$ cat src/rtl/rodt_pkg.sv
// ----------------------------------------------------------------------------
// rodt_pkg
// shared types and constants of the render offset decay table
// ----------------------------------------------------------------------------
package rodt_pkg;

	localparam int S_TDATA_W = 240;
	localparam int M_TDATA_W = 120;
	localparam int DIV_STEPS = 32;
	localparam int DIV_CNT_W = $clog2(DIV_STEPS + 1);

	localparam logic ST_DONE   = 1'b0;
	localparam logic ST_REJECT = 1'b1;

	typedef enum logic [1:0] {
		OP_CLEAR   = 2'd0,
		OP_SET     = 2'd1,
		OP_ADVANCE = 2'd2,
		OP_READ    = 2'd3
	} opcode_t;

	// one table entry, x offset in the lowest bits
	typedef struct packed {
		logic [7:0]  ticks;
		logic [13:0] heading;
		logic [31:0] oz;
		logic [31:0] oy;
		logic [31:0] ox;
	} row_t;

	localparam int ROW_W = $bits(row_t);

endpackage

$ cat src/rtl/rodt_decay.sv
// ----------------------------------------------------------------------------
// rodt_decay
// one decay lane: round(v * (n-1) / n) ties away from zero, radix-2 divider
// ----------------------------------------------------------------------------
module rodt_decay
	import rodt_pkg::*;
(
	input  logic        clk,
	input  logic        arst_n,
	input  logic        start,
	input  logic [31:0] value,
	input  logic [7:0]  n,
	output logic        done,
	output logic [31:0] result
);

	logic                 run_q;
	logic [DIV_CNT_W-1:0] cnt_q;
	logic                 neg_q;
	logic [31:0]          mag_q;
	logic [31:0]          dvd_q;
	logic [31:0]          quot_q;
	logic [7:0]           rem_q;
	logic [7:0]           n_q;

	logic [31:0] mag_in;
	logic [8:0]  trial;
	logic        fit;
	logic        round_up;
	logic [31:0] adj;

	assign mag_in = value[31] ? (~value + 32'd1) : value;
	assign trial  = {rem_q, dvd_q[31]};
	assign fit    = trial >= {1'b0, n_q};

	always_ff @(posedge clk or negedge arst_n) begin
		if (!arst_n) begin
			run_q <= 1'b0;
			cnt_q <= '0;
		end else if (start) begin
			run_q <= 1'b1;
			cnt_q <= DIV_CNT_W'(DIV_STEPS);
		end else if (run_q && cnt_q != '0) begin
			cnt_q <= cnt_q - 1'b1;
		end
	end

	always_ff @(posedge clk) begin
		if (start) begin
			neg_q  <= value[31];
			mag_q  <= mag_in;
			dvd_q  <= mag_in;
			quot_q <= '0;
			rem_q  <= '0;
			n_q    <= n;
		end else if (run_q && cnt_q != '0) begin
			dvd_q  <= {dvd_q[30:0], 1'b0};
			quot_q <= {quot_q[30:0], fit};
			rem_q  <= fit ? 8'(trial - {1'b0, n_q}) : trial[7:0];
		end
	end

	// m - m/n rounded: subtract quotient, one more when remainder is past half
	assign round_up = {rem_q, 1'b0} > {1'b0, n_q};
	assign adj      = quot_q + {31'd0, round_up};
	assign result   = neg_q ? (adj - mag_q) : (mag_q - adj);
	assign done     = run_q && (cnt_q == '0);

endmodule

$ cat src/rtl/rodt_mem.sv
// ----------------------------------------------------------------------------
// rodt_mem
// entry memory, one row per entity, registered read, per-row valid bits
// ----------------------------------------------------------------------------
module rodt_mem
	import rodt_pkg::*;
#(
	parameter int ENTRY_COUNT = 16,
	localparam int IDX_W = (ENTRY_COUNT > 1) ? $clog2(ENTRY_COUNT) : 1
) (
	input  logic             clk,
	input  logic             arst_n,
	input  logic             rd_en,
	input  logic [IDX_W-1:0] rd_addr,
	output row_t             rd_row,
	input  logic             wr_en,
	input  logic [IDX_W-1:0] wr_addr,
	input  row_t             wr_row
);

	row_t                   mem_q [ENTRY_COUNT];
	logic [ENTRY_COUNT-1:0] valid_q;
	row_t                   rd_row_s1;
	logic                   rd_vld_s1;

	always_ff @(posedge clk) begin
		if (wr_en) begin
			mem_q[wr_addr] <= wr_row;
		end
		if (rd_en) begin
			rd_row_s1 <= mem_q[rd_addr];
		end
	end

	always_ff @(posedge clk or negedge arst_n) begin
		if (!arst_n) begin
			valid_q   <= '0;
			rd_vld_s1 <= 1'b0;
		end else begin
			if (wr_en) begin
				valid_q[wr_addr] <= 1'b1;
			end
			if (rd_en) begin
				rd_vld_s1 <= valid_q[rd_addr];
			end
		end
	end

	// a row never written since reset reads as zero
	assign rd_row = rd_vld_s1 ? rd_row_s1 : '0;

endmodule

$ cat src/rtl/render_offset_decay_table.sv
// ----------------------------------------------------------------------------
// render_offset_decay_table
// per-entity render correction offsets that decay linearly to zero
// ----------------------------------------------------------------------------
// One item in, one result out. Clear and set go from acceptance through the
// result state back to idle; read also passes a wait state for the registered
// memory read. Advance walks the table one entry at a time through the row
// memory: an entry with count 0 or 1 is read and checked, while for a decaying
// entry four radix-2 divider lanes (x, y, z, yaw) compute m / n side by side;
// the item ends in the result state. The table is cleared at reset through
// per-row valid bits, with no clearing pass. A result waits in the output
// register while the next item is taken.
module render_offset_decay_table
	import rodt_pkg::*;
#(
	parameter int ENTRY_COUNT = 16
) (
	input  logic                 clk,
	input  logic                 arst_n,
	input  logic                 s_tvalid,
	output logic                 s_tready,
	// entity, before_x, before_y, before_z, after_x, after_y, after_z,
	// before_heading, after_heading, span, zero pad
	input  logic [S_TDATA_W-1:0] s_tdata,
	// opcode
	input  logic [1:0]           s_tuser,
	output logic                 m_tvalid,
	input  logic                 m_tready,
	// offset_x, offset_y, offset_z, heading_offset, ticks_left, zero pad
	output logic [M_TDATA_W-1:0] m_tdata,
	// status
	output logic [0:0]           m_tuser
);

	localparam int IDX_W = (ENTRY_COUNT > 1) ? $clog2(ENTRY_COUNT) : 1;

	typedef enum logic [2:0] {
		S_IDLE,
		S_RD_WAIT,
		S_ADV_RD,
		S_ADV_CHK,
		S_ADV_DIV,
		S_RESULT
	} state_t;

	function automatic logic [31:0] sat_sub(input logic [31:0] a, input logic [31:0] b);
		logic [32:0] d;
		d = {a[31], a} - {b[31], b};
		if (d[32] != d[31]) begin
			sat_sub = d[32] ? 32'h8000_0000 : 32'h7fff_ffff;
		end else begin
			sat_sub = d[31:0];
		end
	endfunction

	state_t           state_q;
	logic [IDX_W-1:0] idx_q;
	row_t             res_row_q;
	logic             res_status_q;
	logic             m_tvalid_q;
	row_t             m_row_q;
	logic             m_status_q;

	opcode_t     op;
	logic [7:0]  entity;
	logic [31:0] before_x, before_y, before_z;
	logic [31:0] after_x, after_y, after_z;
	logic [13:0] before_heading, after_heading;
	logic [7:0]  span;
	logic        accept;
	logic        bad;
	logic [IDX_W-1:0] ent_idx;
	row_t        set_row;

	logic             rd_en;
	logic [IDX_W-1:0] rd_addr;
	row_t             rd_row;
	logic             wr_en;
	logic [IDX_W-1:0] wr_addr;
	row_t             wr_row;

	logic        dec_start;
	logic [3:0]  dec_done;
	logic [31:0] dec_x, dec_y, dec_z, dec_h;
	logic        lanes_done;
	logic        last_entry;

	assign op             = opcode_t'(s_tuser);
	assign entity         = s_tdata[7:0];
	assign before_x       = s_tdata[39:8];
	assign before_y       = s_tdata[71:40];
	assign before_z       = s_tdata[103:72];
	assign after_x        = s_tdata[135:104];
	assign after_y        = s_tdata[167:136];
	assign after_z        = s_tdata[199:168];
	assign before_heading = s_tdata[213:200];
	assign after_heading  = s_tdata[227:214];
	assign span           = s_tdata[235:228];

	assign s_tready = (state_q == S_IDLE);
	assign accept   = s_tvalid && s_tready;
	assign bad      = ({1'b0, entity} >= 9'(ENTRY_COUNT)) || (op == OP_SET && span == 8'd0);
	assign ent_idx  = entity[IDX_W-1:0];

	// yaw difference on the 14-bit circle is already the signed wrapped value
	always_comb begin
		set_row.ox      = sat_sub(before_x, after_x);
		set_row.oy      = sat_sub(before_y, after_y);
		set_row.oz      = sat_sub(before_z, after_z);
		set_row.heading = before_heading - after_heading;
		set_row.ticks   = span;
	end

	assign lanes_done = &dec_done;
	assign last_entry = (idx_q == IDX_W'(ENTRY_COUNT - 1));

	always_comb begin
		rd_en     = 1'b0;
		rd_addr   = idx_q;
		wr_en     = 1'b0;
		wr_addr   = idx_q;
		wr_row    = '0;
		dec_start = 1'b0;
		case (state_q)
			S_IDLE: begin
				if (accept && op != OP_ADVANCE && !bad) begin
					case (op)
						OP_CLEAR: begin
							wr_en   = 1'b1;
							wr_addr = ent_idx;
						end
						OP_SET: begin
							wr_en   = 1'b1;
							wr_addr = ent_idx;
							wr_row  = set_row;
						end
						OP_READ: begin
							rd_en   = 1'b1;
							rd_addr = ent_idx;
						end
						default: ;
					endcase
				end
			end
			S_ADV_RD: begin
				rd_en = 1'b1;
			end
			S_ADV_CHK: begin
				if (rd_row.ticks == 8'd1) begin
					wr_en = 1'b1;
				end else if (rd_row.ticks > 8'd1) begin
					dec_start = 1'b1;
				end
			end
			S_ADV_DIV: begin
				if (lanes_done) begin
					wr_en          = 1'b1;
					wr_row.ox      = dec_x;
					wr_row.oy      = dec_y;
					wr_row.oz      = dec_z;
					wr_row.heading = dec_h[13:0];
					wr_row.ticks   = rd_row.ticks - 8'd1;
				end
			end
			default: ;
		endcase
	end

	always_ff @(posedge clk or negedge arst_n) begin
		if (!arst_n) begin
			state_q      <= S_IDLE;
			idx_q        <= '0;
			res_row_q    <= '0;
			res_status_q <= ST_DONE;
			m_tvalid_q   <= 1'b0;
			m_row_q      <= '0;
			m_status_q   <= ST_DONE;
		end else begin
			// the result state reloads the output register itself
			if (m_tready && state_q != S_RESULT) begin
				m_tvalid_q <= 1'b0;
			end
			case (state_q)
				S_IDLE: begin
					if (accept) begin
						res_row_q    <= '0;
						res_status_q <= ST_DONE;
						if (op == OP_ADVANCE) begin
							idx_q   <= '0;
							state_q <= S_ADV_RD;
						end else if (bad) begin
							res_status_q <= ST_REJECT;
							state_q      <= S_RESULT;
						end else begin
							case (op)
								OP_SET: begin
									res_row_q <= set_row;
									state_q   <= S_RESULT;
								end
								OP_READ: begin
									state_q <= S_RD_WAIT;
								end
								default: begin
									state_q <= S_RESULT;
								end
							endcase
						end
					end
				end
				S_RD_WAIT: begin
					res_row_q <= rd_row;
					state_q   <= S_RESULT;
				end
				S_ADV_RD: begin
					state_q <= S_ADV_CHK;
				end
				S_ADV_CHK: begin
					if (rd_row.ticks > 8'd1) begin
						state_q <= S_ADV_DIV;
					end else if (last_entry) begin
						state_q <= S_RESULT;
					end else begin
						idx_q   <= idx_q + 1'b1;
						state_q <= S_ADV_RD;
					end
				end
				S_ADV_DIV: begin
					if (lanes_done) begin
						if (last_entry) begin
							state_q <= S_RESULT;
						end else begin
							idx_q   <= idx_q + 1'b1;
							state_q <= S_ADV_RD;
						end
					end
				end
				S_RESULT: begin
					if (!m_tvalid_q || m_tready) begin
						m_row_q    <= res_row_q;
						m_status_q <= res_status_q;
						m_tvalid_q <= 1'b1;
						state_q    <= S_IDLE;
					end
				end
				default: begin
					state_q <= S_IDLE;
				end
			endcase
		end
	end

	assign m_tvalid = m_tvalid_q;
	assign m_tdata  = {{(M_TDATA_W - ROW_W){1'b0}}, m_row_q};
	assign m_tuser  = m_status_q;

	rodt_mem #(
		.ENTRY_COUNT(ENTRY_COUNT)
	) u_mem (
		.clk    (clk),
		.arst_n (arst_n),
		.rd_en  (rd_en),
		.rd_addr(rd_addr),
		.rd_row (rd_row),
		.wr_en  (wr_en),
		.wr_addr(wr_addr),
		.wr_row (wr_row)
	);

	rodt_decay u_dec_x (
		.clk   (clk),
		.arst_n(arst_n),
		.start (dec_start),
		.value (rd_row.ox),
		.n     (rd_row.ticks),
		.done  (dec_done[0]),
		.result(dec_x)
	);

	rodt_decay u_dec_y (
		.clk   (clk),
		.arst_n(arst_n),
		.start (dec_start),
		.value (rd_row.oy),
		.n     (rd_row.ticks),
		.done  (dec_done[1]),
		.result(dec_y)
	);

	rodt_decay u_dec_z (
		.clk   (clk),
		.arst_n(arst_n),
		.start (dec_start),
		.value (rd_row.oz),
		.n     (rd_row.ticks),
		.done  (dec_done[2]),
		.result(dec_z)
	);

	rodt_decay u_dec_h (
		.clk   (clk),
		.arst_n(arst_n),
		.start (dec_start),
		.value ({{18{rd_row.heading[13]}}, rd_row.heading}),
		.n     (rd_row.ticks),
		.done  (dec_done[3]),
		.result(dec_h)
	);

endmodule

$ cat config.mk
export PLATFORM = sky130hd
export DESIGN_NAME = render_offset_decay_table
export DESIGN_NICKNAME = d
export VERILOG_FILES = /design/src/rtl/rodt_pkg.sv /design/src/rtl/rodt_decay.sv /design/src/rtl/rodt_mem.sv /design/src/rtl/render_offset_decay_table.sv
export SDC_FILE = /design/constraint.sdc
export NUM_CORES = 2
export LEC_CHECK = 0
export BUFFER_PORTS_ARGS = -buffer_cell sky130_fd_sc_hd__buf_2
export CORE_MARGIN = 2
export CORE_UTILIZATION = 25
export DETAILED_ROUTE_END_ITERATION = 7
export HOLD_SLACK_MARGIN = 0.15
export PLACE_DENSITY = 0.45
export SETUP_SLACK_MARGIN = 0.2
export SLEW_MARGIN = 5
export SYNTH_ARGS = -nofsm -noshare
export SYNTH_HDL_FRONTEND = slang
export SYNTH_SLANG_ARGS = --single-unit
$ cat constraint.sdc
create_clock -name clk -period 18 [get_ports clk]
set_clock_uncertainty 0.1 [all_clocks]
set_input_delay 1.8 -clock clk [delete_from_list [all_inputs] [get_ports clk]]
set_output_delay 1.8 -clock clk [all_outputs]
set_load 0.05 [all_outputs]
[Word level (Yosys, flattened, before mapping)]
Memories as Yosys holds them, arrays and structs flattened. A register that Yosys moved wholly into a read port is not among the register bits.
Cells that the tools add are included.
Storage, ports and cells
  register bits after elaboration: 680
  latch bits: 0
  RAM bits: 1888
  memory bits (read-only): 0
  bits of input ports: 246
  output and inout port bits: 123
  logic and storage cells: 240
  memories: 1
Memory list
  u_mem.mem_q: words 16, width 118, read ports 1, clocked after memory_dff 1, wr ports 1, RTL line rodt_mem.sv:21  | row_t mem_q [ENTRY_COUNT];
Cells by class
  $add $sub $neg: 30
  multipliers: 0
  div/mod/pow operators: 0
  magnitude comparators: 13
  equal/unequal tests: 20
  shift-type cells: 0
  multiplexer cells: 86
  bitwise gates (word level): 5
  reduce and logical (&&, ||, !) cells: 42
Operators with widths (count)
  118-bit 2-to-1 mux: 7
  32-bit 2-to-1 mux: 21
  118-bit case mux with 2 select lines: 2
  32-bit subtractor: 6
  32-bit by 1-bit adder with 32-bit output, second input constant: 4
  32-bit NOT: 4
  32-bit by 32-bit subtractor with 33-bit output: 3
  32-bit by 1-bit adder with 32-bit output: 3
  6-bit 2-to-1 mux: 8
  4-bit 2-to-1 mux: 11
  14-bit subtractor: 3
  9-bit by 8-bit greater-or-equal comparator with 1-bit output: 4
  9-bit by 8-bit > comparator with 1-bit output: 4
  8-bit 2-to-1 mux: 4
  8-bit subtractor: 4
  6-bit logical NOT: 4
  3-bit 2-to-1 mux: 8
  6-bit nonzero test: 4
  6-bit by 1-bit subtractor with 6-bit output, second input constant: 4
  1-bit 2-to-1 mux: 18
  3-bit case mux with 6 select lines: 1
  16-bit OR: 1
  14-bit by 1-bit adder with 14-bit output: 1
  1-bit logical AND: 14
  other kinds (35): 53

[Logic depth before layout (Yosys ltp)]
  depth in word-level cells: 12
  mapped depth: 29
  mapped depth without buffers: 29

[Hierarchy]
From an unflattened synthesis, not the netlist that was laid out.
Unflattened totals
  cells, all modules: 9450
  area total of the unflattened synthesis: 131359.7 µm²
Modules (own cells, without submodules)
  rodt_mem: instances 1, cells an instance 2923, area each 75732.6 µm², seq. area each 60663.2 µm²
  render_offset_decay_table: instances 1, cells an instance 2198, area each 18506.5 µm², seq. area each 6155.9 µm²
  rodt_decay (u_dec_h): instances 1, cells an instance 1090, area each 9305.2 µm², seq. area each 3168.0 µm²
  rodt_decay (u_dec_z): instances 1, cells an instance 1085, area each 9295.2 µm², seq. area each 3168.0 µm²
  rodt_decay (u_dec_x): instances 1, cells an instance 1085, area each 9267.6 µm², seq. area each 3168.0 µm²
  rodt_decay (u_dec_y): instances 1, cells an instance 1069, area each 9252.6 µm², seq. area each 3168.0 µm²

[Worst setup path before layout]
No wires, ideal clock.
  kind: input to register
  from: input s_tdata[6]
  to: register u_mem.rd_vld_s1
  setup time: 0.134 ns
  arrival time: 11.718 ns
  required time: 17.766 ns
  path slack: 6.048 ns
  stages: 6
  path buffers: 0
  cells stage by stage: or4_4 > nor3_4 > nor2_1 > nor3_1 > o311ai_1 > o21ai_0
On the way
  elaborated cells between the ends (all ways): 10
  those cells by class: 1 x order compare; 6 x mux; 3 x reduce/logical
RTL lines
  from (decl): RTL line render_offset_decay_table.sv:24  | input logic [S_TDATA_W-1:0] s_tdata,
  8-bit by 5-bit greater-or-equal comparator with 1-bit output: RTL line render_offset_decay_table.sv:102  | assign bad = ({1'b0, entity} >= 9'(ENTRY_COUNT)) || (op == OP_SET && span == 8'd0);
  1-bit logical OR: RTL line render_offset_decay_table.sv:102
  1-bit logical NOT: RTL line render_offset_decay_table.sv:126  | if (accept && op != OP_ADVANCE && !bad) begin
  1-bit logical AND: RTL line render_offset_decay_table.sv:126
  1-bit 2-to-1 mux: RTL line render_offset_decay_table.sv:126
  1-bit case mux with 2 select lines: RTL line render_offset_decay_table.sv:124  | case (state_q)
  via rd_en: RTL line render_offset_decay_table.sv:75  | logic rd_en;
  to (signal assigned): RTL line rodt_mem.sv:44  | rd_vld_s1 <= valid_q[rd_addr];
  to (decl): RTL line rodt_mem.sv:24  | logic rd_vld_s1;
The timed path passes the listed nets, and every way through them passes these cells. The select of a mux whose other input is x is not followed.
A chain may end at the register's enable or synchronous reset.

==> run metrics <==
IO Count=369; status=finished, final reports clean; worst slew pin tran=around 1300 ps; Post-synth top flop=edfxtp_1; initial antenna violation count=26; Setup CP Type=reg2reg; Worst-path clk slew=roughly 60 ps; Buffers on Ports=approximately 360; final hold violations=0; EDFF count, synth=2256; setup TNS=0 ps; hold_buf cts=0; routed vias=79500; layout cells sized above 1=18.8%; VDD IR max=0.111 mV; Final GP Congestion=0.921; Initial Util=25.1%; final setup fails=0; fin area=around 0.15 mm²; synthesized area per cell=approximately 14 µm²; Die W=~710 µm; CP max stage delay=900 ps; Mapped Cells=between 9000 and 10000; DRT Pass-1 Iters=6; total CTS buffers=295; per-cell routed wire length=~25 µm; DR vias/cell=around 4.8; worst path bufs/invs=1; Die Y=713 µm; worst path required time=18450 ps; Pleak=53.4 nW; CP endpoint kind=flip-flop; Post-CTS Resized=0; Max clock buf depth=4; CP arrival=8280 ps; synthesis-to-layout area growth=16.0%; Total Routing Usage GR=15.6%; Worst-Skew Late Latency=940 ps; DRT iter0 DRCs=6340; max cap viols=0; post-synth cell types=94; CTS tree=done; first-pass GRT wire length=587 mm; synthesized flop and latch total=2686; total power=20.3 mW; fin crit period=7830 ps; HP Class=reg2reg; power per cell area=139 mW/mm²; Fmax=128 MHz; sequential share of the synthesized area=61.9%; placed inst area=0.136 mm²; CP top delay family=compound AO/OA/AOI/OAI gates; # H-tree levels=5; total grt overflow=0; Post-Syn Area=approximately 0.13 mm²; CP max stage cell=o22ai_1; post-synthesis async set-or-reset flop share=10.7%; RSZ-0062 raised after global routing=false; core area=0.501 mm²; Slew Viols, Final=0; Ys Warns=0; slew margin rel.=11.5%; detailed placer's ending HPWL=263 mm; postcts setup bufs=0; Clock Tree Root=clkbuf_16; Rows=260; ANT nets after route=0; Startpoint Class=flip-flop; critical path peak fanout=16; DRC violations left=0; non-filler cells in the finished layout=between 15000 and 20000; Final Core Density=29.1%; final wirelength=412 mm; vias in the first global route=roughly 80000; largest net degree at the start of global routing=158; period utilization=43.5%; DP Cell Count=15900; Layout Nets=~10000; CTS sink cnt=2686; Die Footprint=0.508 mm²
-- sequential cells by signal, summed over array words and instances (netlist names), 118 cells and up --
signal           count
m_tdata            118
u_mem.rd_row_s1    118
u_mem.mem_q       1888
res_row_q          118
-- report_power, final --
group,total (mW),switching (mW),leakage [nW],internal [mW]
combinational,6.07,3.68,22.4,2.40
clock,6.26,2.58,4.85,3.68
sequential,7.98,0.548,26.1,7.43
-- path summary, 6_finish.rpt --
kind	start	to	slack (ps)	depth (start not counted)
max	u_dec_h.n_q[1]$_DFFE_PP_	u_mem.mem_q[9][31]$_DFFE_PP_	10170	26
min	u_dec_x.rem_q[7]$_SDFFE_PP0P_	u_dec_x.rem_q[7]$_SDFFE_PP0P_	370	2
max reg2reg	u_dec_h.n_q[1]$_DFFE_PP_	u_mem.mem_q[9][31]$_DFFE_PP_	10170	26
min reg2reg	u_dec_x.rem_q[7]$_SDFFE_PP0P_	u_dec_x.rem_q[7]$_SDFFE_PP0P_	370	2
max in group asynchronous	arst_n	m_tdata[62]$_DFFE_PN0P_	14920	3
min in group asynchronous	arst_n	m_tdata[13]$_DFFE_PN0P_	670	1
-- cell usage after synthesis, drive strengths merged (24+ instances only) --
master	number	area (µm²)
nor2	527	1980
o21bai	59	443
edfxtp	2256	67700
clkbuf	360	1350
a22oi	69	518
dfxtp	142	2840
nand3	104	521
a21oi	531	2660
mux2i	49	490
xor2	237	2080
ha	372	4650
mux4	473	10700
nand4	61	382
nand2b	48	300
mux2	221	2490
inv	447	1680
or3	36	225
o22ai	116	726
o211ai	46	345
or2	32	200
o21a	37	278
nor3	65	347
a211oi	180	1550
and3	50	313
and2	168	1050
xnor2	196	1720
nor2b	63	394
buf	121	637
a31oi	154	963
a221oi	24	210
a21o	152	1140
dfrtp	288	7210
o31ai	58	468
nand2	877	3300
o21ai	336	1680
-- cell usage in the layout (no fill, tap or decap), types with 45 or more instances in the layout --
master     count
o31ai_1       55
o22ai_1      103
xor2_1       235
edfxtp_1    2256
xnor2_1      195
a21oi_1      530
o21ai_0      310
ha_1         372
mux4_2       473
clkinv_2      52
a31oi_1      154
nor3_1        61
and2_1       166
buf_2        361
inv_1        446
nand4_1       61
mux2i_1       45
mux2_2       220
nand3_1      104
nor2_1       507
a21o_1       152
dfxtp_1      142
o211ai_1      46
nand2b_1      47
o21bai_1      59
clkinv_1      48
clkbuf_1      47
buf_4        159
a22oi_1       69
clkbuf_16    309
nor2b_1       60
and3_1        49
a211oi_1     140
dfrtp_1      287
nand2_1      869
-- layer usage --
metal | part of all wire [%] | vias up | global-route usage (%)
met3 | 4.3 | 474 | 1.92
met4 | 2.6 | 8 | 4.12
met5 | 0.0092 | - | 0
met1 | 44 | 41600 | 20.6
met2 | 50 | 1958 | 27.2
li1 | - | 35400 | -
-- layout make-up --
class,instances,area (µm²)
sequential,2686,77800
inverter,448,1690
timing repair buffer,539,3380
fill,50600,355000
multi-input combinational,5563,44600
antenna,7,17.5
clock inverter,169,1840
clock buffer,368,8060
tap,6681,8360
-- worst min-delay path, delay by kind of cell (launching register included) --
kind,cells,cell delay [ps]
flip-flops,1,310
AND/OR/NAND/NOR,1,50
AO/OA/AOI/OAI,1,50
-- per-stage QoR --
step	setup WS, ps	hold slack, ps
2_1_floorplan	6050	331
5_1_grt	9720	376
3_5_place_dp	9550	355
4_1_cts	10070	368
3_3_place_gp	9590	345
6_report	10170	367
-- logic make-up (layout without fill, tap and decap cells) --
logic type | after synthesis | in the layout | synth area share (%)
flops | 2686 | 2686 | 61.9
simple gates | 2099 | 2099 | 7.59
compound gates | 1894 | 1894 | 9.71
buf+inv | 929 | 1524 | 2.92
mux | 743 | 743 | 10.8
xor+xnor | 433 | 433 | 3.02
fa+ha+maj | 392 | 392 | 3.99
other cells | 1 | 9 | 0.00298
No activity file was read; power rests on OpenSTA's default activity.
